## src/design/cebl_pkg.sv

```systemverilog
// Package for the CBOR envelope body locator: phase codes, roles and helpers.
// Used by the controller, the datapath and the top level.
package cebl_pkg;
    localparam int MaxMessageLen = 65536;
    localparam int MaxNestDepth  = 32;
    localparam int DigestBytes   = 32;

    localparam logic [1:0] ROLE_HEADER = 2'd0;
    localparam logic [1:0] ROLE_DIGEST = 2'd1;
    localparam logic [1:0] ROLE_BODY   = 2'd2;
    localparam logic [1:0] ROLE_ERROR  = 2'd3;

    localparam logic [3:0] PH_MAP    = 4'd0;
    localparam logic [3:0] PH_K1     = 4'd1;
    localparam logic [3:0] PH_K3     = 4'd2;
    localparam logic [3:0] PH_K2     = 4'd3;
    localparam logic [3:0] PH_VER    = 4'd4;
    localparam logic [3:0] PH_K3B    = 4'd5;
    localparam logic [3:0] PH_DLEN   = 4'd6;
    localparam logic [3:0] PH_DIGEST = 4'd7;
    localparam logic [3:0] PH_K4     = 4'd8;
    localparam logic [3:0] PH_BODY   = 4'd9;
    localparam logic [3:0] PH_DONE   = 4'd10;

    localparam logic [2:0] MT_UINT  = 3'd0;
    localparam logic [2:0] MT_NINT  = 3'd1;
    localparam logic [2:0] MT_BSTR  = 3'd2;
    localparam logic [2:0] MT_TSTR  = 3'd3;
    localparam logic [2:0] MT_ARRAY = 3'd4;
    localparam logic [2:0] MT_MAP   = 3'd5;
    localparam logic [2:0] MT_TAG   = 3'd6;
    localparam logic [2:0] MT_SIMPLE = 3'd7;

    localparam logic [4:0] AI_ONE   = 5'd24;
    localparam logic [4:0] AI_TWO   = 5'd25;
    localparam logic [4:0] AI_FOUR  = 5'd26;
    localparam logic [4:0] AI_EIGHT = 5'd27;

    // Commands from the controller to the datapath.
    typedef struct packed {
        logic clear;       // Return the datapath registers that have a reset to the reset value.
        logic acc_load;    // Start an argument: clear accumulator, load count.
        logic acc_shift;   // Shift one byte into the argument.
        logic pay_load_arg;// Payload count takes the finished argument.
        logic pay_load_dig;// Payload count takes the digest length.
        logic pay_load_ext;// Payload count takes the simple-value extra size.
        logic pay_dec;     // Count one payload byte.
        logic ver_load;    // Keep the version.
        logic start_load;  // Keep the body start position.
        logic pos_inc;     // Count the accepted byte.
        logic push;        // Open a container.
        logic pop_dec;     // Decrement the top count.
        logic pop_level;   // Close the top container.
        logic major_load;  // Keep the body major type.
    } t_cmd;

    // Status from the datapath to the controller.
    typedef struct packed {
        logic        arg_left_zero;
        logic        arg_last;      // One argument byte remains.
        logic [63:0] arg_value;     // Argument including the current byte.
        logic        pay_zero;
        logic        pay_one;
        logic        pos_full;
        logic        level_zero;
        logic        level_over;    // Nesting level above the depth limit.
        logic        top_le_one;    // Top count is at most one.
        logic [2:0]  body_major;
    } t_status;

    function automatic logic [3:0] extra_bytes(input logic [4:0] ai);
        unique case (ai)
            AI_ONE:   extra_bytes = 4'd1;
            AI_TWO:   extra_bytes = 4'd2;
            AI_FOUR:  extra_bytes = 4'd4;
            AI_EIGHT: extra_bytes = 4'd8;
            default:  extra_bytes = 4'd0;
        endcase
    endfunction

    function automatic logic [2:0] want_major(input logic [3:0] ph);
        unique case (ph)
            PH_MAP:  want_major = MT_MAP;
            PH_DLEN: want_major = MT_BSTR;
            default: want_major = MT_UINT;
        endcase
    endfunction
endpackage

```

## src/design/cebl_datapath.sv

```systemverilog
// Datapath of the envelope locator: argument, payload, position and count stack.
// Depends on cebl_pkg; driven by cebl_ctrl through t_cmd.
module cebl_datapath #(
    parameter int MAX_MESSAGE_LEN = cebl_pkg::MaxMessageLen,
    parameter int MAX_NEST_DEPTH  = cebl_pkg::MaxNestDepth,
    parameter int DIGEST_BYTES    = cebl_pkg::DigestBytes
) (
    input  logic              i_clk,
    input  logic              i_rst_n,
    input  logic [7:0]        i_byte,
    input  cebl_pkg::t_cmd    i_cmd,
    output cebl_pkg::t_status o_status,
    output logic [31:0]       o_version,
    output logic [16:0]       o_offset,
    output logic [16:0]       o_length
);
    import cebl_pkg::*;

    localparam int LvlW  = $clog2(MAX_NEST_DEPTH + 2);
    localparam int Depth = MAX_NEST_DEPTH;
    localparam int IdxW  = (Depth > 1) ? $clog2(Depth) : 1;
    localparam int PosW  = $clog2(MAX_MESSAGE_LEN + 1);
    localparam int CntW  = $clog2(2 * (MAX_MESSAGE_LEN + 1) + 1);
    localparam logic [63:0] Lim = 64'(MAX_MESSAGE_LEN + 1);

    logic [63:0]     r_acc, n_acc;
    logic [3:0]      r_left;
    logic [63:0]     r_pay;
    logic [PosW-1:0] r_pos;
    logic [31:0]     r_ver;
    logic [PosW-1:0] r_start;
    logic [LvlW-1:0] r_level;
    logic [2:0]      r_major;
    logic [CntW-1:0] r_stack [Depth];
    logic [CntW-1:0] r_top;
    logic [63:0]     w_val;
    logic [CntW-1:0] w_push;
    logic [IdxW-1:0] w_wr_idx;
    logic [IdxW-1:0] w_rd_idx;

    assign n_acc    = {r_acc[55:0], i_byte};
    assign w_val    = (r_left == 4'd0) ? 64'(i_byte[4:0]) : n_acc;
    assign w_wr_idx = IdxW'(r_level - LvlW'(1));
    assign w_rd_idx = IdxW'(r_level - LvlW'(2));

    always_comb begin
        logic [63:0] w_arg;
        logic [2:0]  w_mt;
        w_arg = w_val;
        w_mt  = (r_left == 4'd0) ? i_byte[7:5] : r_major;
        if (w_arg > Lim) begin
            w_arg = Lim;
        end
        if (w_mt == MT_MAP) begin
            w_push = CntW'(w_arg) << 1;
        end else if (w_mt == MT_ARRAY) begin
            w_push = CntW'(w_arg);
        end else begin
            w_push = CntW'(1);
        end
    end

    always_ff @(posedge i_clk) begin
        if (!i_rst_n || i_cmd.clear) begin
            r_acc   <= '0;
            r_left  <= '0;
            r_pay   <= '0;
            r_pos   <= '0;
            r_ver   <= '0;
            r_start <= '0;
            r_level <= '0;
            r_major <= '0;
        end else begin
            if (i_cmd.acc_load) begin
                r_acc  <= '0;
                r_left <= extra_bytes(i_byte[4:0]);
            end else if (i_cmd.acc_shift) begin
                r_acc  <= n_acc;
                r_left <= r_left - 4'd1;
            end
            if (i_cmd.pay_load_arg) begin
                r_pay <= w_val;
            end else if (i_cmd.pay_load_dig) begin
                r_pay <= 64'(DIGEST_BYTES);
            end else if (i_cmd.pay_load_ext) begin
                r_pay <= 64'(extra_bytes(i_byte[4:0]));
            end else if (i_cmd.pay_dec) begin
                r_pay <= r_pay - 64'd1;
            end
            if (i_cmd.pos_inc) begin
                r_pos <= r_pos + PosW'(1);
            end
            if (i_cmd.ver_load) begin
                r_ver <= w_val[31:0];
            end
            if (i_cmd.start_load) begin
                r_start <= r_pos + PosW'(1);
            end
            if (i_cmd.major_load) begin
                r_major <= i_byte[7:5];
            end
            if (i_cmd.push) begin
                r_level <= r_level + LvlW'(1);
            end else if (i_cmd.pop_level) begin
                r_level <= r_level - LvlW'(1);
            end
        end
    end

    // The top count is held in r_top and the counts below it in the stack.
    // Neither has a reset; only counts of open containers are read.
    always_ff @(posedge i_clk) begin
        if (i_cmd.push) begin
            r_top <= w_push;
            if (r_level != '0) begin
                r_stack[w_wr_idx] <= r_top;
            end
        end else if (i_cmd.pop_dec) begin
            r_top <= r_top - CntW'(1);
        end else if (i_cmd.pop_level) begin
            r_top <= r_stack[w_rd_idx];
        end
    end

    assign o_status.arg_left_zero = (r_left == 4'd0);
    assign o_status.arg_last      = (r_left == 4'd1);
    assign o_status.arg_value     = n_acc;
    assign o_status.pay_zero      = (r_pay == 64'd0);
    assign o_status.pay_one       = (r_pay == 64'd1);
    assign o_status.pos_full      = (r_pos >= PosW'(MAX_MESSAGE_LEN));
    assign o_status.level_zero    = (r_level == '0);
    assign o_status.level_over    = (r_level > LvlW'(MAX_NEST_DEPTH));
    assign o_status.top_le_one    = (r_top <= CntW'(1));
    assign o_status.body_major    = r_major;

    assign o_version = r_ver;
    assign o_offset  = 17'(r_start);
    assign o_length  = 17'(r_pos - r_start);
endmodule

```

## src/design/cebl_ctrl.sv

```systemverilog
// Controller of the envelope locator: phase machine, handshakes and pop sequencer.
// Depends on cebl_pkg; commands cebl_datapath through t_cmd.
module cebl_ctrl #(
    parameter int DIGEST_BYTES = cebl_pkg::DigestBytes
) (
    input  logic              i_clk,
    input  logic              i_rst_n,
    input  logic              i_valid,
    output logic              o_stall,
    input  logic [7:0]        i_data_byte,
    input  logic              i_last_byte,
    input  cebl_pkg::t_status i_status,
    output cebl_pkg::t_cmd    o_cmd,
    input  logic              i_out_stall,
    output logic              o_valid,
    output logic [7:0]        o_echo,
    output logic [1:0]        o_role,
    output logic              o_done,
    output logic              o_ok,
    output logic              o_take_fields,
    output logic              o_clear
);
    import cebl_pkg::*;

    localparam logic [1:0] ST_IDLE = 2'd0;
    localparam logic [1:0] ST_POP  = 2'd1;
    localparam logic [1:0] ST_FIN  = 2'd2;

    logic [1:0] r_state, n_state;
    logic [3:0] r_phase, n_phase;
    logic       r_err, n_err;
    logic       r_last;
    logic [7:0] r_byte;
    logic [1:0] r_role_base;
    logic       r_valid;
    logic [7:0] r_echo;
    logic [1:0] r_role;
    logic       r_done, r_ok;
    logic       w_accept;
    logic       w_load;
    logic [1:0] n_role_base;
    logic       w_go_pop;
    logic       w_hdr_good;
    logic [63:0] w_v;
    logic [4:0] w_ai;
    logic       w_bad_ai;

    assign o_stall  = (r_state != ST_IDLE) || (r_valid && i_out_stall);
    assign w_accept = i_valid && !o_stall;
    assign w_load   = (n_state == ST_IDLE) && (w_accept || r_state != ST_IDLE);
    assign w_ai     = i_data_byte[4:0];
    assign w_bad_ai = (w_ai >= AI_ONE) && (extra_bytes(w_ai) == 4'd0);
    assign w_v      = i_status.arg_left_zero ? 64'(w_ai) : i_status.arg_value;

    always_comb begin
        unique case (r_phase)
            PH_MAP:  w_hdr_good = (w_v == 64'd4);
            PH_K1:   w_hdr_good = (w_v == 64'd1);
            PH_K3:   w_hdr_good = (w_v == 64'd3);
            PH_K2:   w_hdr_good = (w_v == 64'd2);
            PH_VER:  w_hdr_good = (w_v != 64'd0) && (w_v[63:32] == 32'd0);
            PH_K3B:  w_hdr_good = (w_v == 64'd3);
            PH_DLEN: w_hdr_good = (w_v == 64'(DIGEST_BYTES));
            PH_K4:   w_hdr_good = (w_v == 64'd4);
            default: w_hdr_good = 1'b0;
        endcase
    end

    always_comb begin
        logic finish;
        o_cmd       = '0;
        n_state     = r_state;
        n_phase     = r_phase;
        n_err       = r_err;
        n_role_base = ROLE_ERROR;
        w_go_pop    = 1'b0;
        finish      = 1'b0;
        if (r_state == ST_IDLE && w_accept) begin
            if (r_err) begin
                n_role_base = ROLE_ERROR;
            end else if (i_status.pos_full) begin
                n_err = 1'b1;
            end else begin
                o_cmd.pos_inc = 1'b1;
                if (r_phase == PH_DIGEST) begin
                    n_role_base = ROLE_DIGEST;
                    if (!i_status.pay_zero) begin
                        o_cmd.pay_dec = 1'b1;
                    end
                    if (i_status.pay_zero || i_status.pay_one) begin
                        n_phase = PH_K4;
                    end
                end else if (r_phase == PH_BODY) begin
                    n_role_base = ROLE_BODY;
                    if (!i_status.arg_left_zero) begin
                        o_cmd.acc_shift = 1'b1;
                        if (i_status.arg_last) begin
                            priority case (i_status.body_major)
                                MT_UINT, MT_NINT: w_go_pop = 1'b1;
                                MT_BSTR, MT_TSTR: begin
                                    o_cmd.pay_load_arg = 1'b1;
                                    w_go_pop = (i_status.arg_value == 64'd0);
                                end
                                default: begin
                                    if (i_status.body_major != MT_TAG
                                        && i_status.arg_value == 64'd0) begin
                                        w_go_pop = 1'b1;
                                    end else if (i_status.level_over) begin
                                        n_err = 1'b1;
                                    end else begin
                                        o_cmd.push = 1'b1;
                                    end
                                end
                            endcase
                        end
                    end else if (!i_status.pay_zero) begin
                        o_cmd.pay_dec = 1'b1;
                        w_go_pop = i_status.pay_one;
                    end else if (i_status.level_over || w_bad_ai) begin
                        n_err = 1'b1;
                    end else if (i_data_byte[7:5] == MT_SIMPLE) begin
                        if (w_ai < AI_ONE) begin
                            w_go_pop = 1'b1;
                        end else begin
                            o_cmd.pay_load_ext = 1'b1;
                        end
                    end else begin
                        o_cmd.major_load = 1'b1;
                        if (w_ai >= AI_ONE) begin
                            o_cmd.acc_load = 1'b1;
                        end else begin
                            priority case (i_data_byte[7:5])
                                MT_UINT, MT_NINT: w_go_pop = 1'b1;
                                MT_BSTR, MT_TSTR: begin
                                    o_cmd.pay_load_arg = 1'b1;
                                    w_go_pop = (w_ai == 5'd0);
                                end
                                default: begin
                                    if (i_data_byte[7:5] != MT_TAG && w_ai == 5'd0) begin
                                        w_go_pop = 1'b1;
                                    end else begin
                                        o_cmd.push = 1'b1;
                                    end
                                end
                            endcase
                        end
                    end
                end else if (r_phase < PH_BODY) begin
                    n_role_base = ROLE_HEADER;
                    if (i_status.arg_left_zero) begin
                        if (i_data_byte[7:5] != want_major(r_phase) || w_bad_ai) begin
                            n_err = 1'b1;
                        end else if (w_ai < AI_ONE) begin
                            finish = 1'b1;
                        end else begin
                            o_cmd.acc_load = 1'b1;
                        end
                    end else begin
                        o_cmd.acc_shift = 1'b1;
                        finish = i_status.arg_last;
                    end
                    if (finish) begin
                        if (!w_hdr_good) begin
                            n_err = 1'b1;
                        end else begin
                            n_phase = r_phase + 4'd1;
                            o_cmd.ver_load     = (r_phase == PH_VER);
                            o_cmd.pay_load_dig = (r_phase == PH_DLEN);
                            o_cmd.start_load   = (r_phase == PH_K4);
                        end
                    end
                end else begin
                    n_err = 1'b1;
                end
            end
            if (w_go_pop) begin
                n_state = ST_POP;
            end else if (i_last_byte) begin
                n_state = ST_FIN;
            end
        end else if (r_state == ST_POP) begin
            // One value finished: walk up the count stack one level a cycle.
            if (i_status.level_zero) begin
                n_phase = PH_DONE;
                n_state = r_last ? ST_FIN : ST_IDLE;
            end else if (i_status.level_over) begin
                n_err   = 1'b1;
                n_state = r_last ? ST_FIN : ST_IDLE;
            end else if (i_status.top_le_one) begin
                o_cmd.pop_level = 1'b1;
            end else begin
                o_cmd.pop_dec = 1'b1;
                n_state = r_last ? ST_FIN : ST_IDLE;
            end
        end else if (r_state == ST_FIN) begin
            o_cmd.clear = 1'b1;
            n_state = ST_IDLE;
            n_phase = PH_MAP;
            n_err   = 1'b0;
        end
    end

    assign o_take_fields = (r_state == ST_FIN);
    assign o_clear = o_cmd.clear;

    always_ff @(posedge i_clk) begin
        if (!i_rst_n) begin
            r_state <= ST_IDLE;
            r_phase <= PH_MAP;
            r_err   <= 1'b0;
            r_valid <= 1'b0;
            r_last  <= 1'b0;
        end else begin
            r_state <= n_state;
            r_phase <= n_phase;
            r_err   <= n_err;
            r_valid <= w_load || (r_valid && i_out_stall);
            if (w_accept) begin
                r_last <= i_last_byte;
            end
        end
    end

    always_ff @(posedge i_clk) begin
        if (w_accept) begin
            r_byte      <= i_data_byte;
            r_role_base <= n_err ? ROLE_ERROR : n_role_base;
        end
        if (w_load) begin
            r_echo <= w_accept ? i_data_byte : r_byte;
            r_role <= n_err ? ROLE_ERROR : (w_accept ? n_role_base : r_role_base);
            r_done <= w_accept ? i_last_byte : r_last;
            r_ok   <= (w_accept ? i_last_byte : r_last) && !n_err
                      && (r_state == ST_FIN ? (!r_err && r_phase == PH_DONE)
                                            : (n_phase == PH_DONE));
        end
    end

    assign o_valid = r_valid;
    assign o_echo  = r_echo;
    assign o_role  = r_role;
    assign o_done  = r_done;
    assign o_ok    = r_ok;

`ifndef SYNTH
    a_no_accept_busy: assert property (@(posedge i_clk) disable iff (!i_rst_n)
        (r_state != ST_IDLE) |-> !w_accept) else $error("byte taken while busy");
    a_fin_clears: assert property (@(posedge i_clk) disable iff (!i_rst_n)
        (r_state == ST_FIN) |=> (r_phase == PH_MAP && !r_err))
        else $error("envelope state not cleared");
    a_ok_needs_done: assert property (@(posedge i_clk) disable iff (!i_rst_n)
        (r_valid && r_ok) |-> r_done) else $error("ok without done");
    a_err_role: assert property (@(posedge i_clk) disable iff (!i_rst_n)
        (r_valid && r_done && r_ok) |-> (r_role == ROLE_BODY))
        else $error("good envelope ended off the body");
`endif
endmodule

```

## src/design/cbor_envelope_body_locator_core.sv

```systemverilog
// Top level of the CBOR envelope body locator.
// Depends on cebl_pkg, cebl_ctrl and cebl_datapath.
// A plain byte causes no stall and its word sits in the output register
// from the next cycle, so such bytes can follow back to back while the output
// is not stalled. A byte that completes a value holds the input while ST_POP
// walks the levels it closes; a final byte also passes ST_FIN to clear state.
// The walk up the pending-count stack sets the worst case. Verdict fields are
// nonzero only on the final word of a good envelope.
module cbor_envelope_body_locator_core #(
    parameter int MAX_MESSAGE_LEN = cebl_pkg::MaxMessageLen,
    parameter int MAX_NEST_DEPTH  = cebl_pkg::MaxNestDepth,
    parameter int DIGEST_BYTES    = cebl_pkg::DigestBytes
) (
    input  logic        i_clk,
    input  logic        i_rst_n,
    input  logic        i_valid,
    output logic        o_stall,
    input  logic [7:0]  i_data_byte,
    input  logic        i_last_byte,
    output logic        o_valid,
    input  logic        i_stall,
    output logic [1:0]  o_byte_role,
    output logic [7:0]  o_echo_byte,
    output logic        o_envelope_done,
    output logic        o_envelope_ok,
    output logic [31:0] o_envelope_version,
    output logic [16:0] o_body_offset,
    output logic [16:0] o_body_length
);
    import cebl_pkg::*;

    t_cmd        w_cmd;
    t_status     w_status;
    logic [31:0] w_ver;
    logic [16:0] w_off, w_len;
    logic        w_take, w_clear;
    logic [31:0] r_ver;
    logic [16:0] r_off, r_len;
    logic        w_ok;

    cebl_ctrl #(
        .DIGEST_BYTES (DIGEST_BYTES)
    ) u_ctrl (
        .i_clk         (i_clk),
        .i_rst_n       (i_rst_n),
        .i_valid       (i_valid),
        .o_stall       (o_stall),
        .i_data_byte   (i_data_byte),
        .i_last_byte   (i_last_byte),
        .i_status      (w_status),
        .o_cmd         (w_cmd),
        .i_out_stall   (i_stall),
        .o_valid       (o_valid),
        .o_echo        (o_echo_byte),
        .o_role        (o_byte_role),
        .o_done        (o_envelope_done),
        .o_ok          (w_ok),
        .o_take_fields (w_take),
        .o_clear       (w_clear)
    );

    cebl_datapath #(
        .MAX_MESSAGE_LEN (MAX_MESSAGE_LEN),
        .MAX_NEST_DEPTH  (MAX_NEST_DEPTH),
        .DIGEST_BYTES    (DIGEST_BYTES)
    ) u_dp (
        .i_clk     (i_clk),
        .i_rst_n   (i_rst_n),
        .i_byte    (i_data_byte),
        .i_cmd     (w_cmd),
        .o_status  (w_status),
        .o_version (w_ver),
        .o_offset  (w_off),
        .o_length  (w_len)
    );

    always_ff @(posedge i_clk) begin
        if (w_take && w_clear) begin
            r_ver <= w_ver;
            r_off <= w_off;
            r_len <= w_len;
        end
    end

    assign o_envelope_ok      = w_ok;
    assign o_envelope_version = w_ok ? r_ver : 32'd0;
    assign o_body_offset      = w_ok ? r_off : 17'd0;
    assign o_body_length      = w_ok ? r_len : 17'd0;
endmodule
```

## config.mk

```make
export PLATFORM = sky130hd
export DESIGN_NAME = cbor_envelope_body_locator_core
export DESIGN_NICKNAME = d
export VERILOG_FILES = /design/src/design/cebl_pkg.sv /design/src/design/cebl_datapath.sv /design/src/design/cebl_ctrl.sv /design/src/design/cbor_envelope_body_locator_core.sv
export SDC_FILE = /design/constraint.sdc
export NUM_CORES = 1
export LEC_CHECK = 0
export BUFFER_PORTS_ARGS = -buffer_cell sky130_fd_sc_hd__buf_4
export CAP_MARGIN = 20
export CORE_UTILIZATION = 45
export CTS_CLUSTER_SIZE = 20
export DETAILED_ROUTE_END_ITERATION = 10
export SLEW_MARGIN = 20
export SYNTH_ARGS = -nofsm -noshare
export SYNTH_HDL_FRONTEND = slang
export SYNTH_SLANG_ARGS = --single-unit
```

## constraint.sdc

```tcl
create_clock -name i_clk -period 12.9 [get_ports i_clk]
set_clock_uncertainty 0.1 [all_clocks]
set_input_delay 0.645 -clock i_clk [delete_from_list [all_inputs] [get_ports i_clk]]
set_output_delay 0.645 -clock i_clk [all_outputs]
set_load 0.02 [all_outputs]
```

---- Yosys cells after proc, flatten, opt, wreduce, memory -nomap -nowiden ----
Memory sizes are Yosys's and may differ from the RTL's.
Index checks and enable logic that the tools add are counted.
cells by class
  multiplexer cells ....................... 179
  eq/ne operators ......................... 36
  reductions and logical operators ........ 51
  add/sub/neg operators ................... 9
  $lt $le $gt $ge ......................... 7
operators by type and width
  kind                   number
  $mux 64                5
  $eq 64x1->1 const B    2
  $eq 64x2->1 const B    2
  $logic_not 64->1       2
  $mux 18                6
  $mux 1                 102
  $eq 64x3->1 const B    1
  $eq 64x6->1 const B    1
  $gt 64x17->1 const B   1
  $reduce_bool 64->1     1
  $sub 64x1->64 const B  1
  $mux 2                 29
  $mux 4                 14
  $mux 17                2
  $logic_not 32->1       1
  $mux 32                1
  $mux 10                3
  $mux 3                 8
  $eq 5x5->1 const B     4
  $le 18x1->1 const B    1
  $sub 18x1->18 const B  1
  $add 17x1->17 const B  1
  $ge 17x17->1 const B   1
  $sub 17x17->17         1
  other kinds (41)       91
storage, ports and cells
  output and inout port bits .............. 80
  bits in registers ....................... 314
  memory bits (writable) .................. 576
  input port bits ......................... 13
  memories ................................ 1
memory list
  memory        depth  bits a word  rd ports  clocked after memory_dff  write ports  line                 source
  u_dp.r_stack  32     18           1         0                         1            cebl_datapath.sv:34  logic [CntW-1:0] r_stack [Depth];

---- Logic depth before layout (Yosys ltp) ----
  depth after elaboration ................. 30
  mapped depth ............................ 16
  mapped depth without buffers ............ 12

---- Modules after synthesis ----
Synthesis repeated with hierarchy kept, for this count alone.
second synthesis, totals
  cells, all modules ...................... 2785
  area, all modules ....................... 38727.1 um2
by module, submodules not included
  module                           seq. area each (um2)  cells each  instances  area each (um2)
  cebl_datapath                    21820.9               2368        1          34053.9
  cbor_envelope_body_locator_core  1981.9                140         1          2467.4
  cebl_ctrl                        760.7                 277         1          2205.9

---- Worst setup path before layout ----
OpenSTA, ideal clock, no wires.
  path type ............................... register to register
  from .................................... register u_dp.r_level[0]
  to ...................................... memory u_dp.r_stack[23][0] (netlist bit) (enable)
  cell stages (with the launch flop) ...... 15
  buffers on the path ..................... 5
  setup slack ............................. 8781 ps
  library setup time ...................... 393 ps
  arrival ................................. 3627 ps
  cells stage by stage .................... dfxtp_1 clkbuf_1 clkbuf_1 buf_1 buf_2 inv_1 ha_1 a21bo_2 nand3_1 a2111oi_4 o21ai_1 nor2_1 buf_2 nand2_1 nor2_1
on the way
  longest elaborated chain between the ends .. 13
  elaborated cells between the ends (all ways) .. 19
RTL lines
  element                       line                  source
  start, declared               cebl_datapath.sv:32   logic [LvlW-1:0] r_level;
  start signal, assigned        cebl_datapath.sv:103  r_level <= r_level + LvlW'(1);
  start signal, assigned        cebl_datapath.sv:105  r_level <= r_level - LvlW'(1);
  $gt 6x6->1                    cebl_datapath.sv:132  assign o_status.level_over = (r_level > LvlW'(MAX_NEST_DEPTH));
  $mux 1                        cebl_ctrl.sv:108      end else if (i_status.level_over) begin
  $mux 1                        cebl_ctrl.sv:105      if (i_status.body_major != MT_TAG
  $mux 1                        cebl_ctrl.sv:98       priority case (i_status.body_major)
  $mux 1                        cebl_ctrl.sv:97       if (i_status.arg_last) begin
  $mux 1                        cebl_ctrl.sv:95       if (!i_status.arg_left_zero) begin
  $mux 1                        cebl_ctrl.sv:93       end else if (r_phase == PH_BODY) begin
  $mux 1                        cebl_ctrl.sv:85       if (r_phase == PH_DIGEST) begin
  $mux 10                       cebl_ctrl.sv:81       end else if (i_status.pos_full) begin
  $mux 10                       cebl_ctrl.sv:79       if (r_err) begin
  $mux 10                       cebl_ctrl.sv:78       if (r_state == ST_IDLE && w_accept) begin
  $mux 1                        cebl_datapath.sv:113  if (i_cmd.push) begin
  $mux 1 (implied by the code)  cebl_datapath.sv:116  r_stack[w_wr_idx] <= r_top;
  end, declared                 cebl_datapath.sv:34
Parallel ways exist; a longest one is shown, timed or not.

---- Final worst setup path ----
  from .................................... register u_dp.r_left[0]
  to ...................................... register u_dp.r_pay[46]
on the way
  longest elaborated chain between the ends .. 17
  elaborated cells between the ends (all ways) .. 37
RTL lines
  element                                                           line                 source
  start, declared                                                   cebl_datapath.sv:27  logic [3:0] r_left;
  start signal, assigned                                            cebl_datapath.sv:76  r_left <= extra_bytes(i_byte[4:0]);
  start signal, assigned                                            cebl_datapath.sv:79  r_left <= r_left - 4'd1;
  parallel branches: the longest is 17 deep, another holds $mux 64  --
  end signal, assigned                                              cebl_datapath.sv:82  r_pay <= w_val;
  end signal, assigned                                              cebl_datapath.sv:84  r_pay <= 64'(DIGEST_BYTES);
  end signal, assigned                                              cebl_datapath.sv:86  r_pay <= 64'(extra_bytes(i_byte[4:0]));
  end, declared                                                     cebl_datapath.sv:28  logic [63:0] r_pay;
Parallel ways; which one is timed is not known. The select of a mux whose other input is x is not followed.
A chain may end at the register's enable or synchronous reset.

==> impl_metrics.ini <==
[global_route]
grt_pass1_wl_um = 144400
grt_pass1_vias = 23800
track_usage_pct = 21.79
grt_max_degree = 101
grt_overflow = 0
antenna_found_initial = 1

[placed_design]
place_ws_ps = 7377
port_buffers = 92
dp_hpwl_um = 59490
place.gp.congestion = 0.8761

[power]
p_comb_share_pct = 2.2
power_density_mw_per_mm2 = 134.2
p_seq_share_pct = 52.3
peakVddDrop_mv = 0.1174
p_int_w = 0.004626
p_sw_share_pct = 21.02
p_leak_nw = 11.86
netSwitchingPower_w = 0.001231
pwr-share-clk_pct = 45.5

[worst_setup_path]
slowest_delay_ps = 860
path_cells = inv_1 > ha_1 > or3b_2 > and3_1 > a211oi_1 > nand4_1 > a211oi_2 > a211oi_4 > buf_4 > nand2_2 > buf_4 > a21oi_1 > a211oi_1
setup.worst_path.end_class = flop
crit_required_ps = 13360
timing.setup.critical_path_class = reg2reg
crit_slowest_cell = or3b_2
path_max_fanout = 58
cp.depth = 13
reg2reg_setup_slack_ps = 7610
cp_top_family = simple AND/OR/NAND/NOR gates
worstSetupStartpointType = flop
r2r_cells = 13
cp.arrival_ps = 5750
cp_num_buf_inv = 3

[routing]
drtAntennaViolNets = 0
routed_via_density = 5.886
dr.pass1.iters = 5
via_count = 24450
wire_per_inst_um = 22.64
first_iter_violations = 2236
wl_um = 94010
route.detailed.drc = 0

[cells_and_area]
seq_area_mm2 = 0.02457
fillers = 7176
insertedDiodeCount = 0
syn2layout_area_growth_pct = 13.08
multi_input_area_mm2 = 0.01332
final_common_cell = edfxtp_1
final_cell_mix = 674 x edfxtp_1, 315 x nand2_1, 214 x dfxtp_1
drive_above_1_share_pct = 18.18
layout.nets = 2983

[min_path]
min_path_type = in2reg
worstHoldPathCells = 2

[sta]
setup_viol = 0
slew-limit-headroom_pct = 20.14
tightest_slew_ps = 1190
min_period_over_period_pct = 41.04
fin_crit_ps = 5295
finalMaxSlewViolations = 0
max_freq_mhz = 188.9
setup_slack_ps = 7605
setup_tns_ps = 0
final_hold_viol_count = 0
rsz0062_at_grt = no

[outcome]
status = finished, final reports clean

[synthesis]
yosysSeqAreaShare_pct = 63.66
synth_nets = 2913
async_flop_share_pct = 0
netlist_instances = 2862
ys_types = 87
synth_area_mm2 = 0.03859
synth-seq-cells = 890
avgSynthCellArea_um2 = 13.48
ys.flop_type = edfxtp_1
synth_edf_count = 674
yosys_warnings = 0

[floorplanning]
die_y_um = 294.8
die_w_um = 294.8
rows = 107
fp.coreArea_mm2 = 0.08501
start_util_pct = 45.39
io_pins = 93
die_area_mm2 = 0.08692

[clocking]
cts_htree_levels = 3
cts_hold_buf = 0
cts_root_buffer = clkbuf_16
clk_pin_slew_ps = 60
cts.repair.resized = 0
cts_sinks = 890
cts_buffers = 93
cts_setup_buffers = 0
cts_tree = yes
clk-insertion-delay-late_ps = 670
cts_max_path_buffers = 3

[run]
maxCapViolCount = 0
## logic make-up after synthesis
logic type / count (synthesis) / synth area share, %
muxes: 202 / 10.93
xor gates and xnor gates: 70 / 1.589
AOI/OAI and AO/OA: 490 / 8.165
and+or+nand+nor: 956 / 12.13
buffers and inverters: 216 / 2.276
adders and majority gates: 38 / 1.252
DFF: 890 / 63.66
## sequential cells by signal, summed over array words and instances, names as in the netlist, 2 cells and up
| register | flops |
|---|---|
| u_dp.o_version | 32 |
| u_dp.o_offset | 17 |
| u_ctrl.r_state | 2 |
| u_dp.r_left | 4 |
| u_dp.r_major | 3 |
| u_dp.r_level | 6 |
| u_ctrl.r_phase | 4 |
| u_dp.r_pay | 64 |
| u_ctrl.o_echo | 8 |
| u_ctrl.o_role | 2 |
| r_len | 17 |
| u_dp.r_acc | 56 |
| u_dp.r_stack | 576 |
| r_ver | 32 |
| u_ctrl.r_byte | 8 |
| u_dp.r_top | 18 |
| u_ctrl.r_role_base | 2 |
| r_off | 17 |
| u_dp.r_pos | 17 |
## layer usage
layer | global-route usage [%] | vias up | part of all wire (%)
li1 | - | 11100 | -
met5 | 0 | - | 0
met1 | 31.57 | 12350 | 45
met3 | 3.265 | 155 | 6.1
met4 | 7.406 | 0 | 3.1
met2 | 33.56 | 845 | 46
## area by class of cell
cell class              count  share of cell area (%)
clock buffers             118                   5.743
clock inverters            54                   1.279
inverters                  54                  0.4645
multi-input cells        1756                   30.53
flip-flops and latches    890                   56.31
well taps                1144                   3.280
repair buffers            137                   2.391
## synth_stat cells, drive strengths merged, types with 12 or more instances
cell	count	share of area, %
a211oi	62	1.3
a21o	26	0.51
a21oi	211	2.7
a221oi	15	0.34
a22oi	35	0.68
a31oi	12	0.19
and2	83	1.3
and3	14	0.23
buf	53	0.69
clkbuf	109	1.1
dfxtp	216	11
edfxtp	674	52
ha	37	1.2
inv	54	0.53
mux2i	23	0.60
mux4	175	10
nand2	318	3.1
nand2b	25	0.41
nand3	102	1.3
nand4	31	0.54
nor2	187	1.9
nor3	81	1.1
nor4	38	0.69
o21ai	50	0.65
o31ai	16	0.31
or2	13	0.21
or3	18	0.30
or4	14	0.31
xnor2	41	0.93
xor2	29	0.66
## power by group through the flow
stage / combinational (W) / sequential [W] / clock (W)
finish: 0.000126 / 0.00306 / 0.00267
global route: 0.000137 / 0.00306 / 0.00282
CTS: 0.000126 / 0.00306 / 0.00272
detailed placement: 0.000126 / 0.00313 / 0
global placement: 0.000124 / 0.00313 / 0
floorplan: 0.0000782 / 0.00313 / 0
## worst paths after layout
path,from,end
min reg2reg,u_dp.o_version[13],r_ver[13]
max reg2reg,u_dp.r_left[0],u_dp.r_pay[46]
max,u_dp.r_left[0],u_dp.r_pay[46]
min,i_rst_n,u_ctrl.o_valid
## worst register-to-register path, cell delays in order, from the launching register on
cell and delay, ps:
dfxtp_1 350, inv_1 70, ha_1 280, or3b_2 860, and3_1 330, a211oi_1 320, nand4_1 230, a211oi_2 620
a211oi_4 110, buf_4 360, nand2_2 600, buf_4 560, a21oi_1 150, a211oi_1 250
## stage by stage
step	hold WS, ps	util, %	cells	instance area, um^2	total power [W]
2_1_floorplan	308.1	-	2862	38590	0.003205
6_report	183.6	51.33	4153	43640	0.005857
5_1_grt	160.1	51.33	4153	43640	0.006024
3_5_place_dp	313.5	47.68	3979	40530	0.003251
4_1_cts	152.6	51.28	4151	43600	0.005911
3_3_place_gp	312.6	47.67	3979	40530	0.003249
Power figures use the tool's default switching activity.
